===== src/rtl/pmsfp_pkg.sv =====
// Shared types and constants for the particulate sensor frame parser.
package pmsfp_pkg;

    localparam int POS_W = 5;

    localparam logic [7:0] HDR_FIRST  = 8'h42;
    localparam logic [7:0] HDR_SECOND = 8'h4D;
    localparam logic [7:0] LEN_SHORT  = 8'(2 * 9 + 2);
    localparam logic [7:0] LEN_LONG   = 8'(2 * 13 + 2);

    // Position of the first data byte; checksum positions follow the data.
    localparam logic [POS_W-1:0] DATA_START   = POS_W'(4);
    localparam logic [POS_W-1:0] CK_HI_SHORT  = POS_W'(2 * 9 + 2 + 2);
    localparam logic [POS_W-1:0] CK_LO_SHORT  = POS_W'(2 * 9 + 2 + 3);
    localparam logic [POS_W-1:0] CK_HI_LONG   = POS_W'(2 * 13 + 2 + 2);
    localparam logic [POS_W-1:0] CK_LO_LONG   = POS_W'(2 * 13 + 2 + 3);

    localparam int PAYLOAD_BYTES_DEF = 12;
    localparam int QUEUE_DEPTH_DEF   = 4;

    typedef enum logic [2:0] {
        TAG_START,
        TAG_ADD,
        TAG_STORE,
        TAG_CK_HI,
        TAG_CK_LO
    } t_tag;

    typedef enum logic [2:0] {
        ST_HUNT,
        ST_HDR2,
        ST_LEN_HI,
        ST_LEN_LO,
        ST_BODY
    } t_front_state;

    typedef struct packed {
        t_tag             tag;
        logic [7:0]       data;
        logic [POS_W-1:0] idx;
    } t_qword;

endpackage


===== src/rtl/pmsfp_front.sv =====
// Front end: frame hunt, length check and byte classification.
module pmsfp_front #(
    parameter int PAYLOAD_BYTES = pmsfp_pkg::PAYLOAD_BYTES_DEF
) (
    input  logic              i_clk,
    input  logic              i_rst_n,
    input  logic              i_valid,
    input  logic [7:0]        i_rx_byte,
    output logic              o_stall,
    input  logic              i_full,
    output logic              o_push,
    output pmsfp_pkg::t_qword o_word
);

    pmsfp_pkg::t_front_state r_state, n_state;
    logic [pmsfp_pkg::POS_W-1:0] r_pos, n_pos;
    logic r_hi_zero, n_hi_zero;
    logic r_long, n_long;

    logic w_acc;
    logic w_len_ok;
    logic [pmsfp_pkg::POS_W-1:0] w_ck_hi_pos;
    logic [pmsfp_pkg::POS_W-1:0] w_ck_lo_pos;
    logic [pmsfp_pkg::POS_W-1:0] w_idx;

    assign o_stall = i_full;
    assign w_acc   = i_valid && !i_full;

    assign w_len_ok = r_hi_zero &&
                      (i_rx_byte == pmsfp_pkg::LEN_SHORT || i_rx_byte == pmsfp_pkg::LEN_LONG);
    assign w_ck_hi_pos = r_long ? pmsfp_pkg::CK_HI_LONG : pmsfp_pkg::CK_HI_SHORT;
    assign w_ck_lo_pos = r_long ? pmsfp_pkg::CK_LO_LONG : pmsfp_pkg::CK_LO_SHORT;
    assign w_idx       = r_pos - pmsfp_pkg::DATA_START;

    // next state
    always_comb begin
        n_state   = r_state;
        n_pos     = r_pos;
        n_hi_zero = r_hi_zero;
        n_long    = r_long;
        if (w_acc) begin
            unique case (r_state)
                pmsfp_pkg::ST_HUNT: begin
                    if (i_rx_byte == pmsfp_pkg::HDR_FIRST) n_state = pmsfp_pkg::ST_HDR2;
                end
                pmsfp_pkg::ST_HDR2: begin
                    n_state = (i_rx_byte == pmsfp_pkg::HDR_SECOND) ?
                              pmsfp_pkg::ST_LEN_HI : pmsfp_pkg::ST_HUNT;
                end
                pmsfp_pkg::ST_LEN_HI: begin
                    n_state   = pmsfp_pkg::ST_LEN_LO;
                    n_hi_zero = (i_rx_byte == 8'h00);
                end
                pmsfp_pkg::ST_LEN_LO: begin
                    n_state = w_len_ok ? pmsfp_pkg::ST_BODY : pmsfp_pkg::ST_HUNT;
                    n_long  = (i_rx_byte == pmsfp_pkg::LEN_LONG);
                    n_pos   = pmsfp_pkg::DATA_START;
                end
                pmsfp_pkg::ST_BODY: begin
                    n_pos = r_pos + 1'b1;
                    if (r_pos == w_ck_lo_pos) n_state = pmsfp_pkg::ST_HUNT;
                end
                default: n_state = pmsfp_pkg::ST_HUNT;
            endcase
        end
    end

    // classification of the accepted word
    always_comb begin
        o_push      = 1'b0;
        o_word.tag  = pmsfp_pkg::TAG_ADD;
        o_word.data = i_rx_byte;
        o_word.idx  = w_idx;
        unique case (r_state)
            pmsfp_pkg::ST_HUNT: begin
                o_push     = w_acc && (i_rx_byte == pmsfp_pkg::HDR_FIRST);
                o_word.tag = pmsfp_pkg::TAG_START;
            end
            pmsfp_pkg::ST_HDR2: begin
                o_push = w_acc && (i_rx_byte == pmsfp_pkg::HDR_SECOND);
            end
            pmsfp_pkg::ST_LEN_HI: begin
                o_push = w_acc;
            end
            pmsfp_pkg::ST_LEN_LO: begin
                o_push = w_acc && w_len_ok;
            end
            pmsfp_pkg::ST_BODY: begin
                o_push = w_acc;
                priority if (r_pos == w_ck_hi_pos) begin
                    o_word.tag = pmsfp_pkg::TAG_CK_HI;
                end else if (r_pos == w_ck_lo_pos) begin
                    o_word.tag = pmsfp_pkg::TAG_CK_LO;
                end else if (int'(w_idx) < PAYLOAD_BYTES) begin
                    o_word.tag = pmsfp_pkg::TAG_STORE;
                end else begin
                    o_word.tag = pmsfp_pkg::TAG_ADD;
                end
            end
            default: o_push = 1'b0;
        endcase
    end

    always_ff @(posedge i_clk) begin
        if (!i_rst_n) begin
            r_state   <= pmsfp_pkg::ST_HUNT;
            r_pos     <= '0;
            r_hi_zero <= 1'b0;
            r_long    <= 1'b0;
        end else begin
            r_state   <= n_state;
            r_pos     <= n_pos;
            r_hi_zero <= n_hi_zero;
            r_long    <= n_long;
        end
    end

`ifndef SYNTHESIS
    a_body_pos: assert property (@(posedge i_clk) disable iff (!i_rst_n)
        r_state == pmsfp_pkg::ST_BODY |-> (r_pos >= pmsfp_pkg::DATA_START) &&
                                          (r_pos <= w_ck_lo_pos))
        else $error("frame position left the body range");
    a_ck_lo_ends: assert property (@(posedge i_clk) disable iff (!i_rst_n)
        o_push && o_word.tag == pmsfp_pkg::TAG_CK_LO |=> r_state == pmsfp_pkg::ST_HUNT)
        else $error("hunt did not restart after checksum");
`endif

endmodule


===== src/rtl/pmsfp_queue.sv =====
// Short queue of classified words between front and back end.
module pmsfp_queue #(
    parameter int QUEUE_DEPTH = pmsfp_pkg::QUEUE_DEPTH_DEF
) (
    input  logic              i_clk,
    input  logic              i_rst_n,
    input  logic              i_push,
    input  pmsfp_pkg::t_qword i_word,
    output logic              o_full,
    input  logic              i_pop,
    output logic              o_empty,
    output pmsfp_pkg::t_qword o_head
);

    localparam int PTR_W = (QUEUE_DEPTH > 1) ? $clog2(QUEUE_DEPTH) : 1;
    localparam int CNT_W = $clog2(QUEUE_DEPTH + 1);
    localparam logic [PTR_W-1:0] LAST = PTR_W'(QUEUE_DEPTH - 1);

    pmsfp_pkg::t_qword r_mem [QUEUE_DEPTH];
    logic [PTR_W-1:0] r_wr, n_wr;
    logic [PTR_W-1:0] r_rd, n_rd;
    logic [CNT_W-1:0] r_cnt, n_cnt;

    assign o_full  = (r_cnt == CNT_W'(QUEUE_DEPTH));
    assign o_empty = (r_cnt == '0);
    assign o_head  = r_mem[r_rd];

    always_comb begin
        n_wr  = r_wr;
        n_rd  = r_rd;
        n_cnt = r_cnt;
        if (i_push) n_wr = (r_wr == LAST) ? '0 : r_wr + 1'b1;
        if (i_pop)  n_rd = (r_rd == LAST) ? '0 : r_rd + 1'b1;
        unique case ({i_push, i_pop})
            2'b10:   n_cnt = r_cnt + 1'b1;
            2'b01:   n_cnt = r_cnt - 1'b1;
            default: n_cnt = r_cnt;
        endcase
    end

    always_ff @(posedge i_clk) begin
        if (i_push) r_mem[r_wr] <= i_word;
    end

    always_ff @(posedge i_clk) begin
        if (!i_rst_n) begin
            r_wr  <= '0;
            r_rd  <= '0;
            r_cnt <= '0;
        end else begin
            r_wr  <= n_wr;
            r_rd  <= n_rd;
            r_cnt <= n_cnt;
        end
    end

`ifndef SYNTHESIS
    a_no_overflow: assert property (@(posedge i_clk) disable iff (!i_rst_n)
        i_push |-> !o_full)
        else $error("push into full queue");
    a_no_underflow: assert property (@(posedge i_clk) disable iff (!i_rst_n)
        i_pop |-> !o_empty)
        else $error("pop from empty queue");
`endif

endmodule


===== src/rtl/pmsfp_back.sv =====
// Back end: running sum, payload store, checksum compare and result register.
module pmsfp_back #(
    parameter int PAYLOAD_BYTES = pmsfp_pkg::PAYLOAD_BYTES_DEF
) (
    input  logic              i_clk,
    input  logic              i_rst_n,
    input  logic              i_empty,
    input  pmsfp_pkg::t_qword i_head,
    output logic              o_pop,
    output logic              o_valid,
    input  logic              i_stall,
    output logic [15:0]       o_pm_std_1_0,
    output logic [15:0]       o_pm_std_2_5,
    output logic [15:0]       o_pm_std_10_0,
    output logic [15:0]       o_pm_atm_1_0,
    output logic [15:0]       o_pm_atm_2_5,
    output logic [15:0]       o_pm_atm_10_0
);

    localparam int IDX_W = $clog2(PAYLOAD_BYTES);

    logic [7:0]  r_store [PAYLOAD_BYTES];
    logic [15:0] r_sum;
    logic [7:0]  r_ck_hi;
    logic        r_out_valid, n_out_valid;
    logic [15:0] r_out [6];

    logic w_out_free;
    logic w_match;
    logic w_emit;

    assign w_out_free = !r_out_valid || !i_stall;
    // hold a checksum word at the head while the result register is occupied and stalled
    assign o_pop   = !i_empty && (i_head.tag != pmsfp_pkg::TAG_CK_LO || w_out_free);
    assign w_match = (r_sum == {r_ck_hi, i_head.data});
    assign w_emit  = o_pop && (i_head.tag == pmsfp_pkg::TAG_CK_LO) && w_match;

    always_comb begin
        priority if (w_emit) begin
            n_out_valid = 1'b1;
        end else if (w_out_free) begin
            n_out_valid = 1'b0;
        end else begin
            n_out_valid = r_out_valid;
        end
    end

    always_ff @(posedge i_clk) begin
        if (o_pop) begin
            unique case (i_head.tag)
                pmsfp_pkg::TAG_START: r_sum <= {8'h00, i_head.data};
                pmsfp_pkg::TAG_ADD:   r_sum <= r_sum + {8'h00, i_head.data};
                pmsfp_pkg::TAG_STORE: begin
                    r_sum <= r_sum + {8'h00, i_head.data};
                    r_store[i_head.idx[IDX_W-1:0]] <= i_head.data;
                end
                pmsfp_pkg::TAG_CK_HI: r_ck_hi <= i_head.data;
                pmsfp_pkg::TAG_CK_LO: r_sum <= r_sum;
                default:              r_sum <= r_sum;
            endcase
        end
        if (w_emit) begin
            for (int k = 0; k < 6; k++) begin
                r_out[k] <= {r_store[2 * k], r_store[2 * k + 1]};
            end
        end
    end

    always_ff @(posedge i_clk) begin
        if (!i_rst_n) begin
            r_out_valid <= 1'b0;
        end else begin
            r_out_valid <= n_out_valid;
        end
    end

    assign o_valid       = r_out_valid;
    assign o_pm_std_1_0  = r_out[0];
    assign o_pm_std_2_5  = r_out[1];
    assign o_pm_std_10_0 = r_out[2];
    assign o_pm_atm_1_0  = r_out[3];
    assign o_pm_atm_2_5  = r_out[4];
    assign o_pm_atm_10_0 = r_out[5];

`ifndef SYNTHESIS
    a_rise_on_ck: assert property (@(posedge i_clk) disable iff (!i_rst_n)
        !r_out_valid ##1 r_out_valid |-> $past(w_emit))
        else $error("result raised without a matching checksum");
    a_no_overwrite: assert property (@(posedge i_clk) disable iff (!i_rst_n)
        r_out_valid && i_stall |-> !w_emit)
        else $error("pending result overwritten");
`endif

endmodule


===== src/rtl/pm_sensor_frame_parser_core.sv =====
// Top level of the particulate sensor frame parser.
//
//   channel | direction | handshake          | payload
//   --------+-----------+--------------------+-----------------------------
//   rx      | in        | i_valid / o_stall  | i_rx_byte
//   result  | out       | o_valid / i_stall  | o_pm_std_*, o_pm_atm_*
//
// One byte is accepted per cycle while o_stall is low; the front classifies
// it and queues it in the same cycle, and the back end retires one queued word
// per cycle while words wait; a good frame's result loads when its checksum pops.
// The result register only holds the back end when a checksum word waits;
// o_stall rises once the word queue is full.
// Reset is synchronous and active low; the payload store needs no clearing.
module pm_sensor_frame_parser_core #(
    parameter int PAYLOAD_BYTES = pmsfp_pkg::PAYLOAD_BYTES_DEF,
    parameter int QUEUE_DEPTH   = pmsfp_pkg::QUEUE_DEPTH_DEF
) (
    input  logic        i_clk,
    input  logic        i_rst_n,
    input  logic        i_valid,
    input  logic [7:0]  i_rx_byte,
    output logic        o_stall,
    output logic        o_valid,
    input  logic        i_stall,
    output logic [15:0] o_pm_std_1_0,
    output logic [15:0] o_pm_std_2_5,
    output logic [15:0] o_pm_std_10_0,
    output logic [15:0] o_pm_atm_1_0,
    output logic [15:0] o_pm_atm_2_5,
    output logic [15:0] o_pm_atm_10_0
);

    logic              w_push;
    logic              w_full;
    logic              w_pop;
    logic              w_empty;
    pmsfp_pkg::t_qword w_in_word;
    pmsfp_pkg::t_qword w_head;

    pmsfp_front #(
        .PAYLOAD_BYTES(PAYLOAD_BYTES)
    ) u_front (
        .i_clk     (i_clk),
        .i_rst_n   (i_rst_n),
        .i_valid   (i_valid),
        .i_rx_byte (i_rx_byte),
        .o_stall   (o_stall),
        .i_full    (w_full),
        .o_push    (w_push),
        .o_word    (w_in_word)
    );

    pmsfp_queue #(
        .QUEUE_DEPTH(QUEUE_DEPTH)
    ) u_queue (
        .i_clk   (i_clk),
        .i_rst_n (i_rst_n),
        .i_push  (w_push),
        .i_word  (w_in_word),
        .o_full  (w_full),
        .i_pop   (w_pop),
        .o_empty (w_empty),
        .o_head  (w_head)
    );

    pmsfp_back #(
        .PAYLOAD_BYTES(PAYLOAD_BYTES)
    ) u_back (
        .i_clk         (i_clk),
        .i_rst_n       (i_rst_n),
        .i_empty       (w_empty),
        .i_head        (w_head),
        .o_pop         (w_pop),
        .o_valid       (o_valid),
        .i_stall       (i_stall),
        .o_pm_std_1_0  (o_pm_std_1_0),
        .o_pm_std_2_5  (o_pm_std_2_5),
        .o_pm_std_10_0 (o_pm_std_10_0),
        .o_pm_atm_1_0  (o_pm_atm_1_0),
        .o_pm_atm_2_5  (o_pm_atm_2_5),
        .o_pm_atm_10_0 (o_pm_atm_10_0)
    );

endmodule


===== config.mk =====
export PLATFORM = sky130hd
export DESIGN_NAME = pm_sensor_frame_parser_core
export DESIGN_NICKNAME = d
export VERILOG_FILES = /design/src/rtl/pmsfp_pkg.sv /design/src/rtl/pmsfp_front.sv /design/src/rtl/pmsfp_queue.sv /design/src/rtl/pmsfp_back.sv /design/src/rtl/pm_sensor_frame_parser_core.sv
export SDC_FILE = /design/constraint.sdc
export NUM_CORES = 1
export LEC_CHECK = 0
export BUFFER_PORTS_ARGS = -buffer_cell sky130_fd_sc_hd__buf_2
export CORE_MARGIN = 5
export CORE_UTILIZATION = 30
export DETAILED_ROUTE_END_ITERATION = 6
export PLACE_DENSITY = 0.58
export SLEW_MARGIN = 20
export SYNTH_ARGS = -nofsm -noshare
export SYNTH_HDL_FRONTEND = slang
export SYNTH_SLANG_ARGS = --single-unit
export TNS_END_PERCENT = 100

===== constraint.sdc =====
create_clock -name i_clk -period 5 [get_ports i_clk]
set_input_delay 0.25 -clock i_clk [delete_from_list [all_inputs] [get_ports i_clk]]
set_output_delay 0.25 -clock i_clk [all_outputs]
set_load 0.01 [all_outputs]

==> out/metrics.csv <==
metric;value;unit
P_leak;0.00438;uW
Die Area;40300;um^2
Final Max Slew Viols;0;
Synth area leaders;edfxtp_1 (76%), dfxtp_1 (3.7%), mux4_2 (2.9%);
Reg clk slew, reported paths;0.07;ns
pre-CTS setup slack;1.04;ns
CTS H-Tree Depth;1;
Post-synth EDFFs;276;
max-cap violation count;0;
sequential share of the synthesized area;0.796;
layout cells sized above 1;0.254;
TNS Setup;0;ns
Hold Fails Final Rpt;0;
root buffer cell;clkbuf_16;
hold path cells;1;
DIE HEIGHT;201;um
GRT Total Usage;0.105;
CTS tree;built;
crit-path max FO;22;
number of distinct library cells after synthesis;55;
Top FF cell, synth;edfxtp_1;
PwrDens;468;nW/um^2
initial antenna violation count;0;
DRC Markers;0;
post-route ant nets;0;
Worst Clk Skew;0.0202;ns
Worst Hold Class;input port to flop;
Vias;5506;
Synth warnings;0;
I/O pin cnt;110;
setup ws final;1.07;ns
total gr overflow;0;
clock sinks;296;
length of the first detailed-routing pass in iterations;4;
CTS Buf Count;29;
RePlAce Congestion;0.760;
minimum clock period;3.93;ns
number of post-CTS setup repair buffers;0;
mapped cell area;10900;um^2
Setup crit start kind;flop;
status;complete, no violations;
die width;201;um
DRC violation total after the first TritonRoute iteration;347;
Avg Cell Area, Syn;18.1;um^2
Mapped Cells;602;
CP Capture Type;flop;
most common cell after layout, fill and taps aside;edfxtp_1;
Placed Instances;1164;
Max Fclk;255;MHz
worst ir drop on vdd;0.331;mV
WL final;21700;um
FF+latch count, synth;296;
WL/cell;17.8;um
Slew headroom;0.362;
Clock Latency Late Sink;0.55;ns
critical setup path kind;flop to flop;
Clock Path Buffers;3;
# rows;69;
area leader, netlist;edfxtp_1;
share of the clock period used by the worst path;0.785;
number of global-route vias before repair;5519;
syn_nets;634;
RSZ-0062 raised after global routing;false;
Vias/cell;4.51;
Core ar.;35700;um^2
largest net degree at the start of global routing;59;
CP required;5.23;ns
CP arrival;4.15;ns
Post-synth ARST share;0;
Antenna Cells;0;
Finish-stage setup viols;0;
port buffer count;109;
fill count;3328;
hpwl dp;14900;um
commonest cells after routing, fill and taps aside;edfxtp_1 (276), buf_2 (109), nand2_1 (33);
first-pass GRT wire length;33500;um
fin nets;769;
post-route insts no fill;1220;
worst-margin pin slew;0.950;ns
Starting Density;0.305;
worst r2r path cells;6;
Area Growth Syn to Fin;19.1;%
share of the synthesized area in the top cell type;0.759;
final timing paths:
kind / slack [ns] / from / end
worst max-delay path: 1.07 / flop / u_back.r_out[1][13]
worst min-delay path: 0.03 / i_rx_byte[2] / u_queue.r_mem[3][7]
worst max register to register: 1.07 / flop / u_back.r_out[1][13]
worst min register to register: 0.42 / u_back.r_store[11][7] / u_back.r_out[5][7]
per-layer routing:
metal  routed length [um]  track usage  vias to the layer above
li1                     -            -                     2599
met2                 9610        0.164                      166
met1                10300        0.148                     2712
met4                  340       0.0224                        0
met3                 1400       0.0267                       29
met5                    0            0                        -
critical path, stage by stage, from the launching register on:
cell and delay (ns):
dfxtp_1 0.76, mux4_2 0.78, ha_1 0.41, or4_1 0.52, nor4_1 0.28, and4_4 0.49, buf_4 0.35
power by group:
part / switching (uW) / total [uW] / internal, uW / leakage, uW
logic: 638 / 994 / 355 / 0.00125
clock network: 919 / 2130 / 1210 / 0.000466
registers: 59.1 / 2960 / 2900 / 0.00266
area by class of cell:
type	count	area, um^2	area share
flip-flops and latches	296	8690	0.668
repair buffers	120	648	0.0498
well taps	461	577	0.0444
clock buffers	32	757	0.0582
clock inverters	21	189	0.0145
multi-input cells	271	2070	0.159
inverters	19	71.3	0.00548
cells in the mapped netlist (all sizes together) (3+ instances only):
master / count
and3: 7
ha: 18
mux4: 14
dfxtp: 20
or2: 3
a21boi: 4
a21oi: 18
edfxtp: 276
nand2b: 6
inv: 19
nand4: 3
nor3b: 10
nand2: 33
mux2i: 4
buf: 7
clkbuf: 9
mux2: 4
o21ai: 18
xnor2: 5
nor3: 10
a31oi: 6
or3: 4
a211o: 3
xor2: 16
or4: 3
nand3: 16
nor2: 20
nor4: 6
and2: 9
a21o: 3
through the flow:
step	cell area, um^2	hold slack [ns]	util	power (uW)
3_3_place_gp	12000	0.403	0.336	4000
2_1_floorplan	10900	0.349	-	3740
5_1_grt	13000	0.0107	0.364	6370
4_1_cts	13000	0.000363	0.364	6140
6_report	13000	0.0305	0.364	6080
3_5_place_dp	12000	0.405	0.336	4020
state kept, by name, summed over array words and instances (netlist names), 2 cells and up, named ones only:
name and count:
u_front.r_pos 5, u_queue.r_cnt 3, u_back.r_sum 16, u_back.r_ck_hi 8
u_back.r_out 96, u_front.r_state 3, u_queue.r_mem 60, u_queue.r_wr 2
u_queue.r_rd 2, u_back.r_store 96
cells by family (layout without fill, tap and decap cells):
group           Yosys count  after routing  synth area share
simple gates            143            143            0.0724
buf+inv                  35            192            0.0144
fa+ha+maj                20             20            0.0243
xor+xnor                 21             21            0.0186
compound gates           65             65            0.0376
mux                      22             22            0.0367
flops                   296            296             0.796
repair_timing:
action / in CTS / in global routing
hold buffers: 2 / 1
hold endpoints to repair: 8 / 1
resized for setup: 0 / 0
(Power assumes the default switching activity.)
